### config.mk
export PLATFORM = sky130hd
export DESIGN_NAME = nmea_sentence_field_extractor
export DESIGN_NICKNAME = d
export VERILOG_FILES = /design/src/design/nse_pkg.sv /design/src/design/nmea_sentence_field_extractor.sv /design/src/design/nse_fifo.sv /design/src/design/nse_front.sv /design/src/design/nse_back.sv
export SDC_FILE = /design/constraint.sdc
export NUM_CORES = 1
export LEC_CHECK = 0
export BUFFER_PORTS_ARGS = -buffer_cell sky130_fd_sc_hd__buf_2
export CAP_MARGIN = 5
export CELL_PAD_IN_SITES_DETAIL_PLACEMENT = 0
export CELL_PAD_IN_SITES_GLOBAL_PLACEMENT = 2
export CORE_MARGIN = 5
export CORE_UTILIZATION = 38
export CTS_BUF_LIST = sky130_fd_sc_hd__clkbuf_4 sky130_fd_sc_hd__clkbuf_8
export CTS_CLUSTER_SIZE = 20
export DETAILED_ROUTE_END_ITERATION = 8
export GPL_ROUTABILITY_DRIVEN = 0
export MAX_ROUTING_LAYER = met4
export PLACE_DENSITY = 0.83
export SYNTH_ARGS = -nofsm -noshare
export SYNTH_HDL_FRONTEND = slang
export SYNTH_SLANG_ARGS = --single-unit
### constraint.sdc
create_clock -name i_clk -period 3.2 [get_ports i_clk]
set_clock_uncertainty 0.15 [all_clocks]
set_input_delay 0.32 -clock i_clk [delete_from_list [all_inputs] [get_ports i_clk]]
set_output_delay 0.32 -clock i_clk [all_outputs]
set_load 0.01 [all_outputs]
### src/design/nse_pkg.sv
`timescale 1ns / 1ps
// Shared types and constants for the NMEA sentence field extractor.
// No dependencies; the top level, nse_front and nse_back import this package.
package nse_pkg;

    localparam logic [7:0] CH_DOLLAR = 8'h24;
    localparam logic [7:0] CH_COMMA  = 8'h2C;
    localparam logic [7:0] CH_STAR   = 8'h2A;
    localparam logic [7:0] CH_CR     = 8'h0D;
    localparam logic [7:0] CH_G      = 8'h47;
    localparam logic [7:0] CH_A      = 8'h41;

    // Header letters sit at 3..5; HEADER_END is the first character after the header.
    localparam logic [6:0] HEADER_FIRST = 7'd3;
    localparam logic [6:0] HEADER_MID   = 7'd4;
    localparam logic [6:0] HEADER_LAST  = 7'd5;
    localparam logic [6:0] HEADER_END   = 7'd6;

    localparam logic [23:0] TYPE_RESET = {CH_G, CH_G, CH_A};
    localparam logic [31:0] MASK_RESET = 32'd638;

    localparam int          CFG_IDX_W         = 2;
    localparam logic [1:0]  CFG_SENTENCE_TYPE = 2'd0;
    localparam logic [1:0]  CFG_FIELD_MASK    = 2'd1;

    localparam logic [4:0]  COUNT_MAX = 5'd31;

    // One record handed from the front end to the back end.
    typedef struct packed {
        logic       is_end;
        logic [4:0] field;
        logic [4:0] pos;
        logic [7:0] ch;
    } t_rec;

    localparam int REC_W = $bits(t_rec);

endpackage

### src/design/nmea_sentence_field_extractor.sv
`timescale 1ns / 1ps
// NMEA sentence field extractor, top level. Instantiates nse_front, nse_fifo
// and nse_back, and holds the two configuration registers. Uses nse_pkg.
//
// Usage:
// The input channel takes one received byte per transaction (i_valid,
// o_stall, i_char_in). A '$' opens a sentence; characters 3 to 5 are matched
// against the sentence_type register. In a matching sentence every character
// of a comma field enabled in field_mask leaves as one output transaction
// (o_valid, i_stall) with its field number and position in the field, and a
// '*' or CR closes the sentence with an end record (o_sentence_end = 1).
// Characters past the field limit carry the last index and o_field_overflow.
//
// The front end updates the sentence state in the cycle a byte is taken and
// pushes a candidate record into a four-entry queue. The back end pops one
// record per cycle while the output is not stalled, applies the field mask
// and loads the output register. A result passes through the queue and the
// output register before it is shown. The block takes one byte every cycle;
// o_stall rises only when the queue is full, which happens only while the
// receiver holds i_stall. Output data hold steady under stall.
//
// Reset (i_rst_n low, synchronous) empties the queue and output register,
// leaves no sentence open and loads sentence_type with GGA and field_mask
// with fields 1 to 6 and 9. The configuration port is always ready; the user
// must write it only while no transaction is in flight; the block does not enforce this.
module nmea_sentence_field_extractor #(
    parameter int MAX_FIELD_CHARS    = 16,
    parameter int MAX_SENTENCE_CHARS = 128
) (
    input  logic                      i_clk,
    input  logic                      i_rst_n,
    // input byte channel
    input  logic                      i_valid,
    output logic                      o_stall,
    input  logic [7:0]                i_char_in,
    // result channel
    output logic                      o_valid,
    input  logic                      i_stall,
    output logic [4:0]                o_field_number,
    output logic [3:0]                o_char_index,
    output logic [7:0]                o_char_value,
    output logic                      o_sentence_end,
    output logic                      o_field_overflow,
    // configuration write channel
    input  logic                      i_cfg_valid,
    output logic                      o_cfg_ready,
    input  logic [nse_pkg::CFG_IDX_W-1:0] i_cfg_index,
    input  logic [31:0]               i_cfg_data
);
    import nse_pkg::*;

    localparam int QUEUE_DEPTH = 4;

    logic [23:0] r_sentence_type;
    logic [31:0] r_field_mask;

    logic        in_accept;
    logic        push;
    t_rec        push_rec;
    logic [REC_W-1:0] pop_bits;
    t_rec        pop_rec;
    logic        pop;
    logic        q_full;
    logic        q_nonempty;

    // Configuration registers; writes to indexes beyond the list are dropped.
    assign o_cfg_ready = 1'b1;

    always_ff @(posedge i_clk) begin
        if (!i_rst_n) begin
            r_sentence_type <= TYPE_RESET;
            r_field_mask    <= MASK_RESET;
        end else if (i_cfg_valid && o_cfg_ready) begin
            case (i_cfg_index)
                CFG_SENTENCE_TYPE: r_sentence_type <= i_cfg_data[23:0];
                CFG_FIELD_MASK:    r_field_mask    <= i_cfg_data;
                default:           r_field_mask    <= r_field_mask;
            endcase
        end
    end

    // The input side stalls only when the queue has no free entry.
    assign o_stall   = q_full;
    assign in_accept = i_valid && !o_stall;

    nse_front #(
        .MAX_SENTENCE_CHARS(MAX_SENTENCE_CHARS)
    ) u_front (
        .i_clk          (i_clk),
        .i_rst_n        (i_rst_n),
        .i_accept       (in_accept),
        .i_char_in      (i_char_in),
        .i_sentence_type(r_sentence_type),
        .o_push         (push),
        .o_rec          (push_rec)
    );

    nse_fifo #(
        .WIDTH(REC_W),
        .DEPTH(QUEUE_DEPTH)
    ) u_queue (
        .i_clk     (i_clk),
        .i_rst_n   (i_rst_n),
        .i_push    (push),
        .i_data    (push_rec),
        .i_pop     (pop),
        .o_data    (pop_bits),
        .o_full    (q_full),
        .o_nonempty(q_nonempty)
    );

    assign pop_rec = t_rec'(pop_bits);

    nse_back #(
        .MAX_FIELD_CHARS(MAX_FIELD_CHARS)
    ) u_back (
        .i_clk           (i_clk),
        .i_rst_n         (i_rst_n),
        .i_rec_valid     (q_nonempty),
        .i_rec           (pop_rec),
        .i_field_mask    (r_field_mask),
        .i_stall         (i_stall),
        .o_pop           (pop),
        .o_valid         (o_valid),
        .o_field_number  (o_field_number),
        .o_char_index    (o_char_index),
        .o_char_value    (o_char_value),
        .o_sentence_end  (o_sentence_end),
        .o_field_overflow(o_field_overflow)
    );

endmodule

### src/design/nse_fifo.sv
`timescale 1ns / 1ps
// Small register queue between the front end and the back end.
// Generic width and depth; no package dependency.
module nse_fifo #(
    parameter int WIDTH = 19,
    parameter int DEPTH = 4
) (
    input  logic             i_clk,
    input  logic             i_rst_n,
    input  logic             i_push,
    input  logic [WIDTH-1:0] i_data,
    input  logic             i_pop,
    output logic [WIDTH-1:0] o_data,
    output logic             o_full,
    output logic             o_nonempty
);
    localparam int PTR_W = (DEPTH > 1) ? $clog2(DEPTH) : 1;
    localparam int CNT_W = $clog2(DEPTH + 1);
    localparam logic [PTR_W-1:0] PTR_LAST = PTR_W'(DEPTH - 1);

    logic [WIDTH-1:0] r_mem [DEPTH];
    logic [PTR_W-1:0] r_wr_ptr, n_wr_ptr;
    logic [PTR_W-1:0] r_rd_ptr, n_rd_ptr;
    logic [CNT_W-1:0] r_count, n_count;

    always_comb begin
        n_wr_ptr = r_wr_ptr;
        n_rd_ptr = r_rd_ptr;
        n_count  = r_count;
        if (i_push) begin
            n_wr_ptr = (r_wr_ptr == PTR_LAST) ? '0 : r_wr_ptr + 1'b1;
        end
        if (i_pop) begin
            n_rd_ptr = (r_rd_ptr == PTR_LAST) ? '0 : r_rd_ptr + 1'b1;
        end
        if (i_push && !i_pop) begin
            n_count = r_count + 1'b1;
        end else if (i_pop && !i_push) begin
            n_count = r_count - 1'b1;
        end
    end

    always_ff @(posedge i_clk) begin
        if (!i_rst_n) begin
            r_wr_ptr <= '0;
            r_rd_ptr <= '0;
            r_count  <= '0;
        end else begin
            r_wr_ptr <= n_wr_ptr;
            r_rd_ptr <= n_rd_ptr;
            r_count  <= n_count;
        end
    end

    always_ff @(posedge i_clk) begin
        if (i_push) begin
            r_mem[r_wr_ptr] <= i_data;
        end
    end

    assign o_data     = r_mem[r_rd_ptr];
    assign o_full     = (r_count == CNT_W'(DEPTH));
    assign o_nonempty = (r_count != '0);

endmodule

### src/design/nse_front.sv
`timescale 1ns / 1ps
// Front end: tracks sentence framing, header match and comma fields.
// Produces a record per candidate character or end of sentence. Uses nse_pkg.
module nse_front #(
    parameter int MAX_SENTENCE_CHARS = 128
) (
    input  logic          i_clk,
    input  logic          i_rst_n,
    input  logic          i_accept,
    input  logic [7:0]    i_char_in,
    input  logic [23:0]   i_sentence_type,
    output logic          o_push,
    output nse_pkg::t_rec o_rec
);
    import nse_pkg::*;

    localparam int SENTENCE_LIMIT = (MAX_SENTENCE_CHARS < 127) ? MAX_SENTENCE_CHARS : 127;
    localparam logic [6:0] POS_LIMIT = 7'(SENTENCE_LIMIT);

    logic [6:0] r_sent_pos, n_sent_pos;
    logic [4:0] r_comma, n_comma;
    logic [4:0] r_field_pos, n_field_pos;
    logic       r_hdr_ok, n_hdr_ok;
    logic       r_inside, n_inside;
    logic [7:0] want;

    always_comb begin
        case (r_sent_pos)
            HEADER_FIRST: want = i_sentence_type[23:16];
            HEADER_MID:   want = i_sentence_type[15:8];
            default:      want = i_sentence_type[7:0];
        endcase
    end

    always_comb begin
        n_sent_pos  = r_sent_pos;
        n_comma     = r_comma;
        n_field_pos = r_field_pos;
        n_hdr_ok    = r_hdr_ok;
        n_inside    = r_inside;
        o_push      = 1'b0;
        o_rec       = '{is_end: 1'b0, field: r_comma, pos: r_field_pos, ch: i_char_in};
        if (i_accept) begin
            if (i_char_in == CH_DOLLAR) begin
                n_inside    = 1'b1;
                n_sent_pos  = 7'd1;
                n_comma     = '0;
                n_field_pos = '0;
                n_hdr_ok    = 1'b1;
            end else if (r_inside) begin
                if (r_sent_pos >= POS_LIMIT) begin
                    n_inside = 1'b0;
                end else begin
                    n_sent_pos = r_sent_pos + 1'b1;
                    if (i_char_in == CH_STAR || i_char_in == CH_CR) begin
                        n_inside = 1'b0;
                        if (r_hdr_ok && r_sent_pos >= HEADER_END) begin
                            o_push       = 1'b1;
                            o_rec.is_end = 1'b1;
                            o_rec.pos    = '0;
                        end
                    end else if (r_sent_pos >= HEADER_FIRST && r_sent_pos <= HEADER_LAST) begin
                        if (i_char_in != want) begin
                            n_hdr_ok = 1'b0;
                        end
                    end else if (r_sent_pos < HEADER_END) begin
                        n_hdr_ok = r_hdr_ok;
                    end else if (i_char_in == CH_COMMA) begin
                        if (r_comma != COUNT_MAX) begin
                            n_comma = r_comma + 1'b1;
                        end
                        n_field_pos = '0;
                    end else begin
                        o_push = r_hdr_ok;
                        if (r_field_pos != COUNT_MAX) begin
                            n_field_pos = r_field_pos + 1'b1;
                        end
                    end
                end
            end
        end
    end

    always_ff @(posedge i_clk) begin
        if (!i_rst_n) begin
            r_sent_pos  <= '0;
            r_comma     <= '0;
            r_field_pos <= '0;
            r_hdr_ok    <= 1'b1;
            r_inside    <= 1'b0;
        end else begin
            r_sent_pos  <= n_sent_pos;
            r_comma     <= n_comma;
            r_field_pos <= n_field_pos;
            r_hdr_ok    <= n_hdr_ok;
            r_inside    <= n_inside;
        end
    end

endmodule

### src/design/nse_back.sv
`timescale 1ns / 1ps
// Back end: applies the field mask and the field length limit to queued
// records and holds the result in the output register. Uses nse_pkg.
module nse_back #(
    parameter int MAX_FIELD_CHARS = 16
) (
    input  logic          i_clk,
    input  logic          i_rst_n,
    input  logic          i_rec_valid,
    input  nse_pkg::t_rec i_rec,
    input  logic [31:0]   i_field_mask,
    input  logic          i_stall,
    output logic          o_pop,
    output logic          o_valid,
    output logic [4:0]    o_field_number,
    output logic [3:0]    o_char_index,
    output logic [7:0]    o_char_value,
    output logic          o_sentence_end,
    output logic          o_field_overflow
);
    import nse_pkg::*;

    localparam int FIELD_LIMIT = (MAX_FIELD_CHARS < 16) ? MAX_FIELD_CHARS : 16;
    localparam logic [4:0] POS_LIMIT = 5'(FIELD_LIMIT);
    localparam logic [3:0] IDX_SAT   = 4'(FIELD_LIMIT - 1);

    logic r_valid, n_valid;
    logic selected;
    logic ovf;

    assign selected = i_rec.is_end || i_field_mask[i_rec.field];
    assign ovf      = !i_rec.is_end && (i_rec.pos >= POS_LIMIT);
    assign o_pop    = i_rec_valid && (!r_valid || !i_stall);

    always_comb begin
        n_valid = r_valid;
        if (o_pop) begin
            n_valid = selected;
        end else if (!i_stall) begin
            n_valid = 1'b0;
        end
    end

    always_ff @(posedge i_clk) begin
        if (!i_rst_n) begin
            r_valid <= 1'b0;
        end else begin
            r_valid <= n_valid;
        end
        if (o_pop && selected) begin
            o_field_number   <= i_rec.field;
            o_char_index     <= ovf ? IDX_SAT : i_rec.pos[3:0];
            o_char_value     <= i_rec.ch;
            o_sentence_end   <= i_rec.is_end;
            o_field_overflow <= ovf;
        end
    end

    assign o_valid = r_valid;

endmodule

==> run metrics, run 1 <==
clock tree buffer depth=2; cells taking the most area after synthesis=edfxtp_1 (37%), dfxtp_1 (22%), nand2_1 (6.4%), mux4_2 (5.0%), a21boi_0 (4.1%); aggregate routed wire length=17400 µm; via-per-instance ratio=5.01; number of enable flip-flop cells after synthesis=95; Avg Cell Area, Syn=11.9 µm²; cell type with the highest aggregate area in the netlist=edfxtp_1; gate family responsible for the most delay along the worst path=simple AND/OR/NAND/NOR gates; cells along the critical path=dlygate4sd3_1 > clkbuf_4 > or4bb_4 > nand2_2 > nand3_2 > o311a_1 > o2111a_1 > ha_2 > inv_1 > fa_1 > xor2_1 > or3_1 > a21boi_1; number of global-route vias before repair=5212; GR Util All Layers=15.7%; Via Count=5261; cell type of the slowest stage on the worst timing path=or4bb_4; part of the total power dissipated in combinational logic=19.6%; post-synthesis async set-or-reset flop share=0%; max-slew violation count=0; startpoint-to-endpoint class of the critical path=input port to flop; setup TNS after final layout=0 ns; arrival time at the worst endpoint=3.32 ns; Fin. Hold Viols=0; sequential group share of total power=51.2%; Yosys reg bits=180; leakage power total=3.50 nW; number of sinks on the clock net=180; worst skew pair latency=0.45 ns; areal power density over the cells=565 mW/mm²; clock root buffer=clkbuf_8; overflow left after global routing=0; final standard cell count with taps included and fillers excluded=1051; worst stage delay on the critical path=0.56 ns; worst-case vdd ir drop=0.256 mV; Maximum Capacitance Violations=0; fraction of the yosys area taken by sequential cells=59.4%; setup repair after global routing missed its margin=no; transition time of the tightest slew-check pin=0.690 ns; initial cell density of the core=38.2%; Antenna Violating Nets Remaining=0; Antenna Cells=0; DR DRC count=0; number of antenna violations at the first check in global routing=1; CTS HTree Levels=4; number of synthesis warnings=0; number of placement rows=52; required time at the endpoint of the critical path=3.43 ns; port bufs=67; part of the cycle the worst path needs=96.8%; post-place instance area=0.00844 mm²; post-layout minimum cycle time=3.10 ns; total standard cell area after synthesis=0.00766 mm²; top flip-flop cell by instance count after synthesis=edfxtp_1; clock group share of total power=29.2%; largest net degree at the start of global routing=74; clock-pin slew of the registers on the worst-case setup and hold paths=0.09 ns; WP depth=13; overall die width=152 µm; maximum operating frequency=323 MHz; beginning of the critical path=i_char_in[1]; total number of nets in the final design=830; internal reg-to-reg setup slack=0.20 ns; overall power after layout=0.00524 W; status=completed; FF-to-FF path depth=12; count of unique library cells instantiated by Yosys=66; Inserted Clock Buffers=17; post-route cell area=0.00928 mm²; Top-Level Pins=69; total net switching power=0.00144 W; Critical path buffers and inverters=3; Die Area=0.0231 mm²; proportion of netlist area held by the largest area contributor=37.2%; wire length of the first global-routing pass=28100 µm; worst hold path class=input port to flop; capture point of the worst path=u_queue.r_count[2]; Max transition margin=53.7%; first-pass iteration count of the detailed router=5; worst reg2reg path endpoint=u_queue.r_count[2]; synthesis-to-layout area growth=21.0%; core region area=0.0200 mm²; detailed router's first-iteration violation count=352; Critical Path Sink Type=flop; clock tree from TritonCTS=done; Syn Nets=704; final routed wire length divided by cell count=16.5 µm; element type at the critical path start=input port; fraction of layout cells with a size suffix above 1=21.6%; Gate Count Post-Synth=642; R2R Path Start=u_front.r_sent_pos[0]; Final setup viols=0; crit-path max FO=8; internal power=0.00380 W; switching fraction of total power=27.5%; height of the chip=152 µm; final HPWL from detailed placement=12200 µm; number of placed instances with taps included=978
==> what timing repair did <==
| action | 4_1_cts | 5_1_grt |
|---|---|---|
| buffers inserted | 0 | 1 |
| endpoints found under the hold margin | 80 | 0 |
| hold buffers | 40 | 0 |
| endpoints found under the setup margin | 0 | 2 |
| gates resized for setup | 0 | 15 |
==> cell families after synthesis <==
| kind of cell | Yosys count | share of synthesized area (%) |
|---|---|---|
| mux | 40 | 8.67 |
| xor+xnor | 16 | 1.83 |
| simple gates | 250 | 15.8 |
| buf+inv | 42 | 2.32 |
| other cells | 1 | 0.0489 |
| flops | 180 | 59.4 |
| fa+ha+maj | 15 | 2.55 |
| compound gates | 98 | 9.37 |
==> flip-flops by register name (all words and copies together), names as in the netlist, 2 cells and up, named ones only <==
name                   cells
r_field_mask              32
u_queue.r_mem             76
u_queue.r_count            3
u_queue.r_wr_ptr           2
u_front.r_field_pos        5
r_sentence_type           24
u_back.o_char_value        8
u_queue.r_rd_ptr           2
u_front.r_comma            5
u_front.r_sent_pos         7
u_back.o_field_number      5
u_back.o_char_index        4
==> power groups by stage <==
stage                     Sequential, W  Clock, W  Combinational, W
after floorplan                 0.00275         0          0.000630
after global placement          0.00273         0          0.000981
after detailed placement        0.00274         0          0.000997
after CTS                       0.00269   0.00159           0.00104
after global routing            0.00270   0.00168           0.00112
final                           0.00269   0.00153           0.00103
==> worst min-delay path by stage <==
stage          cells after the start           startpoint                   to  slack (ns)
2_1_floorplan                      0         i_char_in[0]  u_queue.r_mem[0][0]        0.27
3_3_place_gp                       2  r_sentence_type[18]  r_sentence_type[18]        0.30
3_5_place_dp                       2      r_field_mask[6]      r_field_mask[6]        0.30
4_1_cts                            1         i_char_in[3]  u_queue.r_mem[3][3]       0.004
5_1_grt                            1         i_char_in[3]  u_queue.r_mem[2][3]        0.02
6_report                           1         i_char_in[3]  u_queue.r_mem[2][3]        0.06
==> cell usage after synthesis, types with 8 or more instances <==
cell type	count
a221oi_1	8
a21boi_0	42
nor2_1	16
and2_1	15
o21ai_0	13
a21oi_1	12
dfxtp_1	85
mux2i_1	18
edfxtp_1	95
ha_1	14
clkbuf_1	24
inv_1	10
xor2_1	12
nand2_1	130
mux4_2	17
nor2b_1	16
and3_1	11
nand3_1	24
==> cell usage in the layout (no fill, tap or decap), types with 3 or more instances in the layout <==
master | netlist | routed
nand2_1 | 130 | 129
inv_1 | 10 | 10
mux4_1 | 3 | 3
mux2i_1 | 18 | 18
and3_1 | 11 | 11
buf_4 | 2 | 35
mux4_2 | 17 | 17
dfxtp_1 | 85 | 85
and2_1 | 15 | 15
xor2_1 | 12 | 12
buf_2 | 3 | 63
or2_2 | 4 | 4
o21ai_0 | 13 | 12
o31ai_1 | 3 | 3
ha_1 | 14 | 13
dlygate4sd3_1 | 0 | 40
nand4_1 | 6 | 6
edfxtp_1 | 95 | 95
nor2_1 | 16 | 15
clkbuf_8 | 0 | 17
nand2b_1 | 4 | 4
or3_1 | 4 | 4
nor3_1 | 3 | 3
clkinv_4 | 0 | 4
a21boi_0 | 42 | 41
xnor2_1 | 4 | 4
nor2b_1 | 16 | 16
a221oi_1 | 8 | 8
a21oi_1 | 12 | 11
nand3_1 | 24 | 23
clkinv_2 | 0 | 3
==> layout make-up <==
type                            count  area, µm²
Multi-Input combinational cell    420       2960
Sequential cell                   180       4550
Clock inverter                     14        156
Tap cell                          270        338
Inverter                           10       37.5
Fill cell                        1909      10800
Timing Repair Buffer              139        986
Clock buffer                       18        241
==> metal layers <==
layer | global-route usage, % | part of all wire (%) | vias up
li1 | - | - | 2568
met1 | 20.4 | 45 | 2561
met2 | 25.2 | 50 | 119
met3 | 3.47 | 4.7 | 13
met4 | 4.02 | 1.1 | 0
met5 | - | 0 | -
==> per-stage QoR <==
| step | worst slack, ns | hold WS, ns | utilization [%] |
|---|---|---|---|
| finish | 0.101 | 0.0586 | 46.3 |
| global route | 0.0163 | 0.0221 | 46.3 |
| CTS | 0.0770 | 0.00419 | 46.1 |
| detailed placement | 0.117 | 0.303 | 42.1 |
| global placement | 0.194 | 0.297 | 42.1 |
| floorplan | 0.142 | 0.269 | - |
No activity file was read; power rests on OpenSTA's default activity.
==> run 2, diff against run 1 <==
Settings changed: ABC_AREA from default to 1, CORE_UTILIZATION 38 to 35.
==> run metrics, run 2 <==
worst stage delay on the critical path=0.55 ns (about the same); cell type of the slowest stage on the worst timing path=dlygate4sd3_1; met3 capacity usage during global routing=2.91% (-0.56 points); overall die width=160 µm (+5.2%); startpoint-to-endpoint class of the critical path=input port to flop; number of sinks on the clock net=180 (unchanged); pre-CTS setup slack=0.199 ns (+0.0825 ns); areal power density over the cells=676 mW/mm² (+19%); clock-pin slew of the registers on the worst-case setup and hold paths=0.11 ns (+0.02 ns); number of global-route vias before repair=5652 (+8.4%); element type at the critical path start=input port; Fin. Hold Viols=0 (unchanged); clock root buffer=clkbuf_8; number of placement rows=54 (+3.8%); total number of nets in the final design=1021 (+23%); initial cell density of the core=35.8% (-2.4 points); Syn Nets=912 (+30%); Via Count=5919 (+13%); detailed router's first-iteration violation count=322 (-8.5%); worst skew pair latency=0.46 ns (about the same); synthesis-to-layout area growth=18.6%; number of antenna violations at the first check in global routing=0 (-1); cells taking the most area after synthesis=edfxtp_1 (36%), dfxtp_1 (22%), nand2_1 (6.5%), nor2_1 (5.9%), o21ai_0 (4.7%); worst-case vdd ir drop=0.325 mV (+27%); post-synthesis async set-or-reset flop share=0% (unchanged); aggregate routed wire length=19600 µm (+13%); gate family responsible for the most delay along the worst path=simple AND/OR/NAND/NOR gates; core region area=0.0220 mm² (+9.6%); part of the cycle the worst path needs=92.3% (-4.5 points); transition time of the tightest slew-check pin=0.667 ns (-0.0230 ns); proportion of netlist area held by the largest area contributor=36.3% (-0.93 points); status=completed; Antenna Cells=0 (unchanged); Final setup viols=0 (unchanged); Max transition margin=55.5% (+1.8 points); Yosys reg bits=180 (unchanged); port bufs=67 (unchanged); Top-Level Pins=69 (unchanged); first-pass iteration count of the detailed router=4 (-1); GR Util All Layers=16.0% (+0.34 points); number of placed instances with taps included=1180 (+21%); GR Layer Usage met1=21.0% (+0.62 points); total net switching power=0.00226 W (+57%); most frequent standard cell in the layout excluding fill and tap cells=nand2_1; top post-synthesis cells by count=nand2_1 (136), nor2_1 (123), edfxtp_1 (95); clock group share of total power=25.3% (-3.9 points); fraction of met2 tracks used by global routing=25.8% (+0.62 points); setup TNS after final layout=0 ns (unchanged); via-per-instance ratio=4.73 (-5.6%); internal reg-to-reg setup slack=0.36 ns (+0.16 ns); max-slew violation count=0 (unchanged); Antenna Violating Nets Remaining=0 (unchanged); cells along the critical path=dlygate4sd3_1 > buf_2 > nor2_1 > nand3_1 > nor2_1 > nand2_2 > nor2_2 > nor4_4 > nand3_2 > and2_4 > inv_2 > ha_1 > inv_1 > fa_1 > a21oi_1 > o21ai_1 > o21ai_1 > a21oi_1; number of enable flip-flop cells after synthesis=95 (unchanged); maximum operating frequency=339 MHz (+4.9%); top-count cell post-synth=nand2_1; worst hold path class=input port to flop; most heavily used metal layer in global routing=met2; height of the chip=160 µm (+5.2%); switching fraction of total power=35.8% (+8.3 points); fraction of the yosys area taken by sequential cells=57.9% (-1.5 points); overflow left after global routing=0 (unchanged); Most flops, register=u_queue.r_mem; part of the total power dissipated in combinational logic=29.8% (+10 points); DR DRC count=0 (unchanged); Inserted Clock Buffers=17 (unchanged); top flip-flop cell by instance count after synthesis=edfxtp_1; final standard cell count with taps included and fillers excluded=1252 (+19%); fraction of layout cells with a size suffix above 1=15.8% (-5.8 points); clock tree buffer depth=2 (unchanged); Critical Path Sink Type=flop; Maximum Capacitance Violations=0 (unchanged); crit-path max FO=8 (unchanged); total standard cell area after synthesis=0.00786 mm² (+2.6%); largest net degree at the start of global routing=68 (-8.1%); CTS HTree Levels=4 (unchanged); hold slack final=0.0535 ns (-0.00518 ns); Critical path buffers and inverters=4 (+1); leakage power total=3.81 nW (+8.8%); final HPWL from detailed placement=13500 µm (+11%); count of unique library cells instantiated by Yosys=49 (-26%); sequential group share of total power=44.9% (-6.3 points); post-layout minimum cycle time=2.95 ns (-0.145 ns); Gate Count Post-Synth=850 (+32%); Avg Cell Area, Syn=9.25 µm² (-23%); internal power=0.00404 W (+6.3%); max FFs per register=76 (unchanged); final setup margin=0.246 ns (+0.145 ns); required time at the endpoint of the critical path=3.41 ns (-0.02 ns); Die Area=0.0256 mm² (+11%); arrival time at the worst endpoint=3.17 ns (-0.15 ns); final routed wire length divided by cell count=15.6 µm (-5.5%); clock tree from TritonCTS=done; cell type with the highest aggregate area in the netlist=edfxtp_1; number of synthesis warnings=0 (unchanged); Top Registers=u_queue.r_mem: 76 flops, r_field_mask: 32 flops, r_sentence_type: 24 flops; leading cell types in the layout, fill and taps excluded=nand2_1 (136), nor2_1 (123), edfxtp_1 (95); wire length of the first global-routing pass=31300 µm (+11%)
run 2: cell count changes in the layout (fill, tap and decap cells not counted), sizes merged, moves of 12 or more:
cell    before  now
and2        15    1
buf         98   84
o21ai       14   87
mux4        20    0
a21boi      43    1
mux2i       18    0
nand3b       2   14
inv         12   97
nand2      130  143
nor2b       16    0
a21oi       12   31
nor2        16  126
nand3       24   78
run 2: area by class of cell:
| class | count | area, µm² |
|---|---|---|
| Inverter | 89 | 334 |
| Fill cell | 2179 | 12600 |
| Clock inverter | 15 | 178 |
| Tap cell | 280 | 350 |
| Sequential cell | 180 | 4550 |
| Multi-Input combinational cell | 547 | 2810 |
| Clock buffer | 17 | 234 |
| Timing Repair Buffer | 124 | 863 |
run 2: power groups by stage:
stage / Combinational (W) / Clock, W / Sequential [W]
final: 0.00187 / 0.00159 / 0.00283
after detailed placement: 0.00187 / 0 / 0.00288
after floorplan: 0.00116 / 0 / 0.00294
after global routing: 0.00211 / 0.00175 / 0.00286
after global placement: 0.00187 / 0 / 0.00288
after CTS: 0.00191 / 0.00165 / 0.00283
run 2: final timing paths:
path                          from  depth (start not counted)             endpoint
max                   i_char_in[6]                         18   u_queue.r_count[2]
min                   i_char_in[2]                          1  u_queue.r_mem[1][2]
max reg2reg  u_front.r_sent_pos[0]                         16   u_queue.r_count[2]
min reg2reg       r_field_mask[10]                          2     r_field_mask[10]
run 2: per-layer routing:
metal  vias up  wire [µm]
li1       3088          -
met1      2719       9150
met2        96       9330
met3        16        822
met4         0        257
met5         -          0
run 2: metrics by stage:
| stage | utilization, % | area [µm²] | total power (W) |
|---|---|---|---|
| finish | 42.5 | 9320 | 0.00630 |
| global route | 42.5 | 9320 | 0.00672 |
| CTS | 42.4 | 9310 | 0.00639 |
| global placement | 38.8 | 8510 | 0.00475 |
| floorplan | - | 7860 | 0.00411 |
| detailed placement | 38.8 | 8510 | 0.00475 |
run 2: worst register-to-register path, delay by kind of cell (launching register included):
kind / cells / cell delay, ns
buffers and inverters: 4 / 0.25
AO/OA/AOI/OAI: 5 / 0.57
adder cells (fa/ha/maj): 3 / 0.79
AND/OR/NAND/NOR: 4 / 0.61
flip-flops: 1 / 0.37
run 2: kinds of logic after synthesis:
| logic type | after synthesis | synth area share, % |
|---|---|---|
| simple gates | 380 | 22.0 |
| compound gates | 147 | 10.7 |
| buf+inv | 123 | 6.35 |
| other cells | 1 | 0.0477 |
| xor+xnor | 4 | 0.446 |
| flops | 180 | 57.9 |
| fa+ha+maj | 15 | 2.48 |
run 2: timing repair:
item | in CTS | in global routing
endpoints found under the setup margin | 0 | 1
hold endpoints to repair | 70 | 0
buffers inserted | 0 | 1
hold buffers | 39 | 0
gates resized for setup | 0 | 3
==> run 3, diff against run 2 <==
Settings changed: ABC_AREA 1 to default, CORE_UTILIZATION 35 to 40, PLACE_DENSITY 0.83 to 0.84.
Clock period 3.2 ns to 3.6 ns, I/O delays scaled along.
==> run metrics, run 3 (same netlist as run 1, synthesis figures left out) <==
status=completed; max FFs per register=76 (unchanged); Top-Level Pins=69 (unchanged); overall die width=148 µm (-7.2%); setup TNS after final layout=0 ns (unchanged); number of placement rows=50 (-7.4%); fillcell total=1718 (-21%); Critical path buffers and inverters=2 (-2); wire length of the first global-routing pass=27700 µm (-12%); clock tree buffer depth=2 (unchanged); Most flops, register=u_queue.r_mem; Via Count=5071 (-14%); part of the total power dissipated in combinational logic=19.1% (-11 points); transition time of the tightest slew-check pin=1.04 ns (+0.374 ns); leakage power total=3.33 nW (-13%); gate family responsible for the most delay along the worst path=compound AO/OA/AOI/OAI gates; internal power=0.00321 W (-20%); initial cell density of the core=40.8% (+5.0 points); sequential group share of total power=53.0% (+8.1 points); area of the multi-input gates=0.00294 mm² (+4.9%); clock root buffer=clkbuf_8; final standard cell count with taps included and fillers excluded=988 (-21%); part of the cycle the worst path needs=91.0%; detailed router's first-iteration violation count=292 (-9.3%); via-per-instance ratio=5.13 (+8.6%); internal reg-to-reg setup slack=0.32 ns (-0.04 ns); number of global-route vias before repair=5249 (-7.1%); arrival time at the worst endpoint=3.48 ns (+0.31 ns); clock-pin slew of the registers on the worst-case setup and hold paths=0.09 ns (-0.02 ns); Top Registers=u_queue.r_mem: 76 flops, r_field_mask: 32 flops, r_sentence_type: 24 flops; Fin. Hold Viols=0 (unchanged); synthesis-to-layout area growth=16.4%; number of antenna violations at the first check in global routing=0 (unchanged); FF/Latch Area=0.00456 mm² (about the same); Die Area=0.0220 mm² (-14%); CTS HTree Levels=4 (unchanged); GR Util All Layers=16.7% (+0.62 points); max-slew violation count=0 (unchanged); worst stage delay on the critical path=0.42 ns (-0.13 ns); leading cell types in the layout, fill and taps excluded=nand2_1 (130), edfxtp_1 (95), dfxtp_1 (84); clock group share of total power=27.9% (+2.6 points); worst skew pair latency=0.45 ns (about the same); required time at the endpoint of the critical path=3.80 ns (+0.39 ns); setup repair after global routing missed its margin=no; number of placed instances with taps included=928 (-21%); Critical Path Sink Type=flop; cell type of the slowest stage on the worst timing path=dfxtp_2; cells along the critical path=inv_1 > ha_1 > nor2b_1 > o21ai_0 > a32o_1 > nand3_1 > o2111a_2 > ha_1 > inv_1 > fa_1 > xor2_1 > or3_1 > a21boi_0; worst-case vdd ir drop=0.308 mV (-5.3%); areal power density over the cells=503 mW/mm² (-26%); first-pass iteration count of the detailed router=4 (unchanged); Antenna Violating Nets Remaining=0 (unchanged); overflow left after global routing=0 (unchanged); worst hold path class=input port to flop; Inserted Clock Buffers=17 (unchanged); aggregate routed wire length=16900 µm (-14%); core region area=0.0188 mm² (-15%); FF-to-FF path depth=13 (-3); maximum operating frequency=305 MHz; number of sinks on the clock net=180 (unchanged); fraction of layout cells with a size suffix above 1=19.9% (+4.1 points); largest net degree at the start of global routing=40 (-41%); DR DRC count=0 (unchanged); final HPWL from detailed placement=12000 µm (-11%); Maximum Capacitance Violations=0 (unchanged); final routed wire length divided by cell count=17.1 µm (+9.3%); startpoint-to-endpoint class of the critical path=flop to flop; total net switching power=0.00127 W (-44%); pre-CTS setup slack=0.0552 ns (-0.144 ns); height of the chip=148 µm (-7.2%); clock tree from TritonCTS=done; crit-path max FO=10 (+2); port bufs=67 (unchanged); terminating pin of the worst hold path=r_sentence_type[22]; worst reg2reg path endpoint=u_queue.r_count[2]; Final setup viols=0 (unchanged); start point of the worst hold path=i_cfg_data[22]; post-layout minimum cycle time=3.28 ns; R2R Path Start=u_front.r_sent_pos[1]; final setup margin=0.323 ns (+0.0772 ns); Hold Path Depth=3 (+2); switching fraction of total power=28.4% (-7.5 points); total number of nets in the final design=802 (-21%); Max transition margin=30.6% (-25 points); element type at the critical path start=flop; most frequent standard cell in the layout excluding fill and tap cells=nand2_1
[run 3: per-layer routing]
metal	part of all wire, %	vias up	track usage (%)
li1	-	2517	-
met3	3.5	17	2.71
met2	48	97	26.8
met5	0	-	-
met4	2.3	0	7.16
met1	47	2440	21.0
[run 3: worst reg2reg max path, cell delays in order, from the launching register on]
cell,delay [ns]
dfxtp_2,0.42
inv_1,0.11
ha_1,0.19
nor2b_1,0.16
o21ai_0,0.18
a32o_1,0.25
nand3_1,0.09
o2111a_2,0.30
ha_1,0.21
inv_1,0.06
fa_1,0.37
xor2_1,0.18
or3_1,0.31
a21boi_0,0.22
[run 3: power groups by stage]
stage	Clock, W	Combinational [W]	Sequential [W]
2_1_floorplan	0	0.000546	0.00244
3_3_place_gp	0	0.000840	0.00242
3_5_place_dp	0	0.000856	0.00243
4_1_cts	0.00130	0.000880	0.00238
5_1_grt	0.00139	0.000954	0.00239
6_report	0.00125	0.000859	0.00238
[run 3: repair_timing]
| action | in CTS | in global routing |
|---|---|---|
| gates resized for setup | 0 | 3 |
| setup buffers | 0 | 1 |
| hold buffers | 26 | 0 |
| endpoints found under the setup margin | 0 | 20 |
| hold endpoints to repair | 31 | 0 |
[run 3: worst max-delay path by stage]
stage,slack (ns),from,endpoint,cells past startpoint
floorplan,0.31,flop,u_back.o_char_index[0],10
global placement,0.23,u_front.r_sent_pos[0],u_queue.r_count[2],11
detailed placement,0.06,u_front.r_sent_pos[0],u_queue.r_count[2],11
CTS,0.03,u_front.r_sent_pos[0],u_queue.r_count[2],11
global route,0.08,u_front.r_sent_pos[1],u_queue.r_count[2],13
finish,0.32,u_front.r_sent_pos[1],u_queue.r_count[2],13
[run 3: metrics by stage]
stage	area (µm²)	total power [W]	util [%]	hold slack, ns
after floorplan	7660	0.00298	-	0.282
after global placement	8290	0.00326	44.1	0.299
after detailed placement	8290	0.00328	44.1	0.305
after CTS	8900	0.00456	47.4	0.000314
after global routing	8920	0.00473	47.5	0.00777
final	8920	0.00449	47.5	0.0206
[run 3: final cells by class]
class / count / area share [%]
clock inverters: 15 / 1.36
clock buffers: 17 / 2.62
multi-input cells: 420 / 33.0
diodes: 1 / 0.0281
inverters: 10 / 0.421
flip-flops and latches: 180 / 51.1
repair buffers: 111 / 8.19
well taps: 234 / 3.28
